$ cat src/rtl/deadline_timer_bank_unit_assert.svh
// ----------------------------------------------------------------------------
// Assertion macros for the deadline timer bank
// Shorthands for clocked checks that are switched off while reset is low.
// ----------------------------------------------------------------------------
`ifndef DEADLINE_TIMER_BANK_UNIT_ASSERT_SVH
`define DEADLINE_TIMER_BANK_UNIT_ASSERT_SVH

// Property that must hold at every clock edge outside reset
`define DTB_CHECK(label, prop, msg) \
  label: assert property (@(posedge clk) disable iff (!rst_n) (prop)) \
    else $error(msg);

// Antecedent in one cycle implies consequent in the next
`define DTB_CHECK_NEXT(label, ante, cons, msg) \
  label: assert property (@(posedge clk) disable iff (!rst_n) (ante) |=> (cons)) \
    else $error(msg);

`endif

$ cat src/rtl/dtb_pkg.sv
// ----------------------------------------------------------------------------
// dtb_pkg
// Types and constants shared by the deadline timer bank files.
// ----------------------------------------------------------------------------
`timescale 1ns / 1ps

package dtb_pkg;

  // Command codes; the two top codes are unused and change nothing
  typedef enum logic [2:0] {
    CMD_START      = 3'd0,
    CMD_RESTART    = 3'd1,
    CMD_STOP       = 3'd2,
    CMD_FORCE_STOP = 3'd3,
    CMD_SET_PERIOD = 3'd4,
    CMD_SCAN       = 3'd5
  } cmd_t;

  typedef enum logic [1:0] {
    ST_STOPPED = 2'd0,
    ST_RUNNING = 2'd1,
    ST_EXPIRED = 2'd2
  } status_t;

  // Sequencer states
  typedef enum logic [2:0] {
    S_IDLE,
    S_EXEC,
    S_SCAN,
    S_DONE
  } seq_state_t;

  localparam int PERIOD_W   = 46;
  localparam int TIME_W     = 63;
  localparam int MASK_W     = 16;
  localparam int MS_W       = 24;
  localparam int MHZ_W      = 12;
  localparam int PROD_W     = MS_W + MHZ_W;

  localparam logic [TIME_W-1:0] TIME_MAX = {TIME_W{1'b1}};
  localparam logic [9:0]        KILO     = 10'd1000;
  localparam logic [MHZ_W-1:0]  MHZ_RESET = 12'd100;

  // One timer entry as held in the memory
  typedef struct packed {
    status_t               status;
    logic [PERIOD_W-1:0]   period;
    logic [TIME_W-1:0]     deadline;
  } entry_t;

  localparam entry_t ENTRY_RESET = '{status: ST_STOPPED, period: '0, deadline: '0};

endpackage

$ cat src/rtl/dtb_ram.sv
// ----------------------------------------------------------------------------
// dtb_ram
// Generic simple dual-port RAM: one write port, one read port, read data
// registered.
// ----------------------------------------------------------------------------
`timescale 1ns / 1ps

module dtb_ram #(
  parameter int WIDTH = 8,
  parameter int DEPTH = 16
) (
  input  logic                                        clk,
  input  logic                                        we,
  input  logic [((DEPTH > 1) ? $clog2(DEPTH) : 1)-1:0] waddr,
  input  logic [WIDTH-1:0]                            wdata,
  input  logic                                        re,
  input  logic [((DEPTH > 1) ? $clog2(DEPTH) : 1)-1:0] raddr,
  output logic [WIDTH-1:0]                            rdata
);

  logic [WIDTH-1:0] mem [DEPTH];
  logic [WIDTH-1:0] rdata_r;

  // Write port
  always_ff @(posedge clk) begin
    if (we) begin
      mem[waddr] <= wdata;
    end
  end

  // Registered read port
  always_ff @(posedge clk) begin
    if (re) begin
      rdata_r <= mem[raddr];
    end
  end

  assign rdata = rdata_r;

endmodule

$ cat src/rtl/deadline_timer_bank_unit.sv
// A bank of NUM_TIMERS one-shot timers whose status, period and deadline sit
// in one memory (one write port, one registered read port). One item is
// worked at a time. A per-timer command reads its entry, modifies it and
// writes it back, and the next item is taken once the result is handed to
// the output register. A scan streams through the memory one entry per cycle
// with the write-back trailing the read by one entry; the single read port
// sets that pace. Results go through an output register, and reset needs no
// clearing pass: a valid bit per entry makes an unwritten entry read as
// stopped with a zero period.
`timescale 1ns / 1ps

// ----------------------------------------------------------------------------
// deadline_timer_bank_unit
// Command-driven one-shot timer bank with scan, expiry mask and earliest
// pending deadline.
// ----------------------------------------------------------------------------
module deadline_timer_bank_unit #(
  parameter int NUM_TIMERS = 16
) (
  input  logic        clk,
  input  logic        rst_n,
  // configuration
  input  logic        cfg_valid,
  output logic        cfg_ready,
  input  logic [11:0] cfg_clock_mhz,
  // input items
  input  logic        in_valid,
  output logic        in_ready,
  input  logic [2:0]  in_command,
  input  logic [3:0]  in_timer_index,
  input  logic [23:0] in_period_ms,
  input  logic [62:0] in_now,
  // result items
  output logic        out_valid,
  input  logic        out_ready,
  output logic [15:0] out_expired_mask,
  output logic [62:0] out_next_deadline,
  output logic [1:0]  out_timer_status
);

  import dtb_pkg::*;

  localparam int IDX_W = (NUM_TIMERS > 1) ? $clog2(NUM_TIMERS) : 1;
  localparam int CNT_W = $clog2(NUM_TIMERS + 1);
  localparam int ENT_W = $bits(entry_t);

  // Control state
  seq_state_t            state_r, state_nxt;
  logic [MHZ_W-1:0]      clk_mhz_r, clk_mhz_nxt;
  logic [NUM_TIMERS-1:0] valid_r, valid_nxt;
  logic [TIME_W-1:0]     earliest_r, earliest_nxt;
  logic [CNT_W-1:0]      cnt_r, cnt_nxt;
  logic                  pend_r, pend_nxt;
  logic                  out_valid_r, out_valid_nxt;

  // Item payload and working registers
  cmd_t                  cmd_r, cmd_nxt;
  logic                  idx_ok_r, idx_ok_nxt;
  logic [IDX_W-1:0]      idx_addr_r, idx_addr_nxt;
  logic [TIME_W-1:0]     now_r, now_nxt;
  logic [PROD_W-1:0]     mul_r, mul_nxt;
  logic [IDX_W-1:0]      addr_r, addr_nxt;
  logic [MASK_W-1:0]     mask_r, mask_nxt;
  status_t               stat_r, stat_nxt;
  logic [MASK_W-1:0]     out_mask_r, out_mask_nxt;
  logic [TIME_W-1:0]     out_dl_r, out_dl_nxt;
  status_t               out_stat_r, out_stat_nxt;

  // Memory port signals
  logic                  ram_we, ram_re;
  logic [IDX_W-1:0]      ram_waddr, ram_raddr;
  logic [ENT_W-1:0]      ram_rdata;
  entry_t                ent_rd, ent_wr;

  // Helpers
  logic                  in_acc;
  logic [IDX_W+3:0]      in_idx_ext;
  logic [IDX_W+3:0]      addr_ext;
  logic [PERIOD_W-1:0]   period_new;
  logic [TIME_W:0]       arm_sum;
  logic [TIME_W-1:0]     arm_dl;

  assign in_ready   = (state_r == S_IDLE);
  assign cfg_ready  = (state_r == S_IDLE);
  assign in_acc     = in_valid && in_ready;
  assign in_idx_ext = {{IDX_W{1'b0}}, in_timer_index};
  assign addr_ext   = {4'b0000, addr_r};

  // Entry as seen after the read; an entry never written reads as reset
  assign ent_rd = valid_r[addr_r] ? entry_t'(ram_rdata) : ENTRY_RESET;

  // Period in cycles: ms * MHz registered at accept, times 1000 here
  assign period_new = PERIOD_W'(PERIOD_W'(mul_r) * PERIOD_W'(KILO));

  // Deadline on arming, saturated at the largest time value
  assign arm_sum = {1'b0, now_r} + (TIME_W + 1)'(ent_rd.period);
  assign arm_dl  = arm_sum[TIME_W] ? TIME_MAX : arm_sum[TIME_W-1:0];

  dtb_ram #(
    .WIDTH (ENT_W),
    .DEPTH (NUM_TIMERS)
  ) u_ram (
    .clk   (clk),
    .we    (ram_we),
    .waddr (ram_waddr),
    .wdata (ent_wr),
    .re    (ram_re),
    .raddr (ram_raddr),
    .rdata (ram_rdata)
  );

  // Sequencer: next state and datapath
  always_comb begin
    state_nxt     = state_r;
    clk_mhz_nxt   = clk_mhz_r;
    valid_nxt     = valid_r;
    earliest_nxt  = earliest_r;
    cnt_nxt       = cnt_r;
    pend_nxt      = pend_r;
    out_valid_nxt = out_valid_r && !out_ready;
    cmd_nxt       = cmd_r;
    idx_ok_nxt    = idx_ok_r;
    idx_addr_nxt  = idx_addr_r;
    now_nxt       = now_r;
    mul_nxt       = mul_r;
    addr_nxt      = addr_r;
    mask_nxt      = mask_r;
    stat_nxt      = stat_r;
    out_mask_nxt  = out_mask_r;
    out_dl_nxt    = out_dl_r;
    out_stat_nxt  = out_stat_r;
    ram_we        = 1'b0;
    ram_re        = 1'b0;
    ram_waddr     = addr_r;
    ram_raddr     = in_idx_ext[IDX_W-1:0];
    ent_wr        = ent_rd;

    if (cfg_valid && cfg_ready) begin
      clk_mhz_nxt = cfg_clock_mhz;
    end

    unique case (state_r)
      S_IDLE: begin
        if (in_acc) begin
          cmd_nxt      = cmd_t'(in_command);
          idx_ok_nxt   = (32'(in_timer_index) < NUM_TIMERS);
          idx_addr_nxt = in_idx_ext[IDX_W-1:0];
          now_nxt      = in_now;
          mul_nxt      = PROD_W'(in_period_ms) * PROD_W'(clk_mhz_r);
          mask_nxt     = '0;
          stat_nxt     = ST_STOPPED;
          if (cmd_t'(in_command) == CMD_SCAN) begin
            earliest_nxt = TIME_MAX;
            cnt_nxt      = '0;
            pend_nxt     = 1'b0;
            state_nxt    = S_SCAN;
          end else begin
            ram_re    = 1'b1;
            addr_nxt  = in_idx_ext[IDX_W-1:0];
            state_nxt = S_EXEC;
          end
        end
      end

      // Per-timer command: modify the entry read last cycle and write back
      S_EXEC: begin
        if (idx_ok_r) begin
          case (cmd_r)
            CMD_START: begin
              if (ent_rd.status == ST_STOPPED) begin
                ent_wr.status   = ST_RUNNING;
                ent_wr.deadline = arm_dl;
                if (arm_dl < earliest_r) earliest_nxt = arm_dl;
              end
            end
            CMD_RESTART: begin
              if (ent_rd.status == ST_STOPPED || ent_rd.status == ST_EXPIRED) begin
                ent_wr.status   = ST_RUNNING;
                ent_wr.deadline = arm_dl;
                if (arm_dl < earliest_r) earliest_nxt = arm_dl;
              end
            end
            CMD_STOP: begin
              if (ent_rd.status == ST_RUNNING) ent_wr.status = ST_STOPPED;
            end
            CMD_FORCE_STOP: begin
              ent_wr.status = ST_STOPPED;
            end
            CMD_SET_PERIOD: begin
              ent_wr.period = period_new;
            end
            default: begin
            end
          endcase
          ram_we   = 1'b1;
          stat_nxt = ent_wr.status;
        end
        state_nxt = S_DONE;
      end

      // Scan: read entry cnt_r while the entry read last cycle is worked
      S_SCAN: begin
        if (32'(cnt_r) < NUM_TIMERS) begin
          ram_re    = 1'b1;
          ram_raddr = cnt_r[IDX_W-1:0];
          addr_nxt  = cnt_r[IDX_W-1:0];
          cnt_nxt   = cnt_r + CNT_W'(1);
          pend_nxt  = 1'b1;
        end else begin
          pend_nxt  = 1'b0;
        end
        if (pend_r) begin
          if (ent_rd.status == ST_RUNNING) begin
            if (ent_rd.deadline < now_r) begin
              ent_wr.status = ST_EXPIRED;
              ram_we        = 1'b1;
              if (32'(addr_r) < MASK_W) mask_nxt[addr_ext[3:0]] = 1'b1;
            end else if (ent_rd.deadline < earliest_r) begin
              earliest_nxt = ent_rd.deadline;
            end
          end
          if (idx_ok_r && (addr_r == idx_addr_r)) stat_nxt = ent_wr.status;
          if (cnt_r == CNT_W'(NUM_TIMERS)) state_nxt = S_DONE;
        end
      end

      // Hand the result to the output register once it is free
      S_DONE: begin
        if (!out_valid_r || out_ready) begin
          out_valid_nxt = 1'b1;
          out_mask_nxt  = mask_r;
          out_dl_nxt    = earliest_r;
          out_stat_nxt  = stat_r;
          state_nxt     = S_IDLE;
        end
      end

      default: begin
        state_nxt = S_IDLE;
      end
    endcase

    if (ram_we) valid_nxt[ram_waddr] = 1'b1;
  end

  // State register
  always_ff @(posedge clk) begin
    if (!rst_n) begin
      state_r     <= S_IDLE;
      clk_mhz_r   <= MHZ_RESET;
      valid_r     <= '0;
      earliest_r  <= TIME_MAX;
      cnt_r       <= '0;
      pend_r      <= 1'b0;
      out_valid_r <= 1'b0;
    end else begin
      state_r     <= state_nxt;
      clk_mhz_r   <= clk_mhz_nxt;
      valid_r     <= valid_nxt;
      earliest_r  <= earliest_nxt;
      cnt_r       <= cnt_nxt;
      pend_r      <= pend_nxt;
      out_valid_r <= out_valid_nxt;
    end
  end

  // Payload registers
  always_ff @(posedge clk) begin
    cmd_r      <= cmd_nxt;
    idx_ok_r   <= idx_ok_nxt;
    idx_addr_r <= idx_addr_nxt;
    now_r      <= now_nxt;
    mul_r      <= mul_nxt;
    addr_r     <= addr_nxt;
    mask_r     <= mask_nxt;
    stat_r     <= stat_nxt;
    out_mask_r <= out_mask_nxt;
    out_dl_r   <= out_dl_nxt;
    out_stat_r <= out_stat_nxt;
  end

  assign out_valid         = out_valid_r;
  assign out_expired_mask  = out_mask_r;
  assign out_next_deadline = out_dl_r;
  assign out_timer_status  = out_stat_r;

  // Checks
  `include "deadline_timer_bank_unit_assert.svh"

  `DTB_CHECK(a_no_write_idle, !(state_r == S_IDLE && ram_we), "memory written while idle")
  `DTB_CHECK(a_no_rw_overlap, !(ram_we && ram_re && ram_waddr == ram_raddr),
             "read and write hit the same entry")
  `DTB_CHECK(a_scan_pend, !(state_r == S_SCAN && cnt_r == CNT_W'(NUM_TIMERS)) || pend_r,
             "scan counter ran past pending read")
  `DTB_CHECK_NEXT(a_earliest_mono, !(in_acc && cmd_t'(in_command) == CMD_SCAN),
                  earliest_r <= $past(earliest_r), "earliest deadline rose outside scan")

endmodule

$ cat config.mk
export PLATFORM = sky130hd
export DESIGN_NAME = deadline_timer_bank_unit
export DESIGN_NICKNAME = d
export VERILOG_FILES = /design/src/rtl/dtb_pkg.sv /design/src/rtl/dtb_ram.sv /design/src/rtl/deadline_timer_bank_unit.sv
export VERILOG_INCLUDE_DIRS = /design/src /design/src/rtl
export SDC_FILE = /design/constraint.sdc
export NUM_CORES = 2
export LEC_CHECK = 0
export BUFFER_PORTS_ARGS = -buffer_cell sky130_fd_sc_hd__buf_2
export CAP_MARGIN = 20
export CORE_UTILIZATION = 40
export DETAILED_ROUTE_END_ITERATION = 16
export PLACE_DENSITY_LB_ADDON = 0.05
export RECOVER_POWER = 25
export SYNTH_ARGS = -nofsm -noshare
export SYNTH_HDL_FRONTEND = slang
export SYNTH_SLANG_ARGS = --single-unit
$ cat constraint.sdc
create_clock -name clk -period 8.7 [get_ports clk]
set_input_delay 0.435 -clock clk [delete_from_list [all_inputs] [get_ports clk]]
set_output_delay 0.435 -clock clk [all_outputs]
set_load 0.01 [all_outputs]
==> flow_metrics.tcl <==
set metrics [dict create \
    worst_ep_arrival_time_ps 9130 \
    cts_tree "yes" \
    drv_cap 18 \
    yosysWarnings 0 \
    final.period_utilization_pct 98.30 \
    final_util_pct 45.90 \
    post_synth_num_cell_types 93 \
    failing_checks "max-capacitance violations, max-slew violations" \
    vias_in_the_first_global_route 62860 \
    layout_setup_ws_ps 147.5 \
    dieWidth_um 516.4 \
    die_height_um 516.4 \
    end_kind "flop" \
    groute.layer.met2.usage_pct 38.99 \
    post_layout_nonfiller_instances 10940 \
    final_nets 8100 \
    dp_cells 10400 \
    setup.worst_path.class "flop to flop" \
    ys_seq_elements 2196 \
    post-place-ws_ps 191.8 \
    timing.rr.end "u_ram.rdata[47]$_DFFE_PP_" \
    groute.usage.overall_pct 24.37 \
    critPathLaunchType "flop" \
    grt.overflow.total 0 \
    crit-reg2reg-launch "state_r[0]$_SDFFE_PN0P_" \
    hpwl_um 210500 \
    hold_class "primary input to flop" \
    ioPinCount 195 \
    groute.layer.met1.usage_pct 35.77 \
    timing_limited_maximum_frequency_ghz 0.1169 \
    detail_route.first_pass.iterations 6 \
    pin_slew_with_the_least_headroom_to_its_limit_ps 4357 \
    h-tree-depth 4 \
    cts.clk_slew.worst_paths_ps 60 \
    clock-skew-final_ps 77.22 \
    detailroute.via_count 61820 \
    synth_nets 7676 \
    clockBufferDepth 4 \
    detail_route.wl_per_cell_um 29.74 \
    starting_density_of_the_core_pct 40.28 \
    post_synth_instance_area_um2 105800 \
    die_area_um2 266700 \
    synth_sequential_area_ratio_pct 61.36 \
    detail-route-antenna-nets 0 \
    r2r.worst_path.cells 11 \
    cts_sinks 2196 \
    drt-total-wl_um 325300 \
    syn-mean-instance-area_um2 15.55 \
    worst_skew_pair.late_latency_ps 920 \
    critical_path.startpoint "state_r[0]$_SDFFE_PN0P_" \
    row_count 188 \
    residual_drc_count 0 \
    grt_start_max_net_pins 89 \
    core_area_um2 262700 \
    hold_viol_final 0 \
    finalMaxSlewViolations 755 \
    met3_use_gr_pct 2.742 \
    endpoint_required_time_on_the_critical_path_ps 9280 \
    routed_via_density 5.652 \
    post-route-min-period_ps 8553 \
    maxSlewHeadroom_pct -190.5 \
    final.setup.tns_ps 0 \
    root_buffer "clkbuf_16" \
    min_from "in_valid" \
    synth_ff_type "edfxtp_1" \
    min_path_cells 4 \
    rrSetupSlack_ps 150 \
    flow.area_growth_from_synthesis_pct 13.93 \
    synth_enable_flop_cells 2096 \
    setup_viol_count_final 0 \
    global_route.peak_usage_layer "met2" \
    asyncSetResetFlopFracSynth_pct 0 \
    cts_buffers 243 \
    grt_pass1_wl_um 464600 \
    io_buffers 194 \
    finalWeightedCongestion 0.8965 \
    grt_setup_unrepaired "false" \
    syn-instance-count 6805 \
    drt_first_iter_violations 5158 \
    timing.hold.worst_endpoint "cnt_r[2]$_SDFFE_PN0P_" \
    antenna_found_initial 10 \
    critPathMaxFanout 45 \
    post_route_cells_drive_above_1_share_pct 15.67 \
    outcome "finished with violations" \
]
==> synthesized netlist by cell type, types with 21 or more instances <==
cell	n	area (um2)
a21oi_1	162	810.8
buf_2	54	270.3
and2_1	335	2096
a31oi_1	153	957.2
xor2_1	42	367.9
nand2b_1	21	131.4
mux2i_1	35	350.3
nor2_1	180	675.7
o21a_1	37	277.8
a2bb2oi_1	21	183.9
ha_1	405	5067
a221oi_1	39	341.6
mux4_2	446	10040
o21ai_0	144	720.7
a21o_1	83	623.1
xnor2_1	80	700.7
buf_1	23	86.33
mux2_2	49	551.8
inv_1	407	1528
nand2_1	652	2447
nor3_1	35	175.2
nand4_1	53	331.6
dfxtp_1	100	2002
edfxtp_1	2096	62940
fa_1	355	7107
o211ai_1	23	172.7
nand3_1	57	285.3
nor2b_1	57	356.6
a211oi_1	143	1074
clkbuf_1	246	923.4
==> how the worst max path moves through the flow <==
stage                                  end  slack [ps]  depth (start not counted)
2_1_floorplan    u_ram.mem[1][0]$_DFFE_PP_        -510                         18
5_1_grt          u_ram.rdata[47]$_DFFE_PP_          20                         11
3_5_place_dp   earliest_r[10]$_SDFFE_PN1P_         190                         29
3_3_place_gp    earliest_r[2]$_SDFFE_PN1P_         250                         29
4_1_cts        earliest_r[10]$_SDFFE_PN1P_         150                         29
6_report         u_ram.rdata[47]$_DFFE_PP_         150                         11
==> flip-flops by register name, indices dropped and copies added, names as in the netlist <==
register and count:
pend_r 1, u_ram.rdata 111, idx_addr_r 4, out_expired_mask 16
u_ram.mem 1776, mul_r 36, mask_r 16, out_timer_status 2
out_next_deadline 63, stat_r 2, state_r 2, valid_r 16
cnt_r 5, now_r 63, out_valid 1, cmd_r 3
earliest_r 63, addr_r 4, clk_mhz_r 12
==> final cells by class <==
type                    count  area, um2
diodes                      3      7.507
clock buffers             308       6366
clock inverters           128       1116
fillers                 23160     142200
inverters                 408       1533
multi-input cells        3869      38200
flip-flops and latches   2196      64940
well taps                3515       4398
repair buffers            511       4029
==> logic make-up (layout without fill, tap and decap cells) <==
logic type,Yosys count,count (layout),synth area share (%)
AOI/OAI and AO/OA,981,981,6.329
other,0,3,0
DFF,2196,2196,61.36
and+or+nand+nor,1475,1475,6.693
buffers and inverters,740,1355,2.755
xor gates and xnor gates,122,122,1.009
adders and majority gates,760,760,11.50
muxes,531,531,10.36
==> cell usage in the layout (no fill, tap or decap), types with 59 or more instances in the layout <==
cell and n:
a31oi_1 149, nand2_1 651, o21ai_0 136, mux4_2 446
edfxtp_1 2096, fa_1 355, buf_4 130, dlygate4sd3_1 85
buf_2 93, dfxtp_1 100, a21oi_1 162, xnor2_1 80
clkbuf_16 244, and2_0 68, a211oi_1 142, and2_1 272
clkinv_1 59, nor2_1 162, a21o_1 82, inv_1 406
ha_1 405, clkbuf_1 195
==> layer usage <==
| layer | share of wire, % | wire, um |
|---|---|---|
| met2 | 47 | 153000 |
| met5 | 0 | 0 |
| met4 | 2.2 | 7228 |
| met3 | 4.7 | 15300 |
| met1 | 46 | 149800 |
==> stage by stage <==
step	hold WS [ps]	area, um2
after global routing	98.48	120600
after floorplan	400.3	105800
after CTS	59.43	120900
after global placement	445.7	112500
final	111.6	120600
after detailed placement	446.9	112600
==> worst max-delay path: stages (launching register included) <==
cell,delay [ps]
dfxtp_1,340
inv_1,100
ha_1,150
clkbuf_1,1190
nand2b_1,730
a21oi_1,1320
clkbuf_1,2530
clkbuf_2,860
mux4_2,400
and2_0,160
a211oi_1,290
a31oi_1,130
==> repair_timing <==
item / CTS / global route
hold buffers: 85 / 0
endpoints found under the hold margin: 108 / 0
setup endpoints to repair: 0 / 42
setup buffers: 0 / 2
resized for setup: 0 / 3
Power is left out: the tool's default activity adds up to more than one toggle a clock period on the data nets, which glitch-free logic cannot reach.
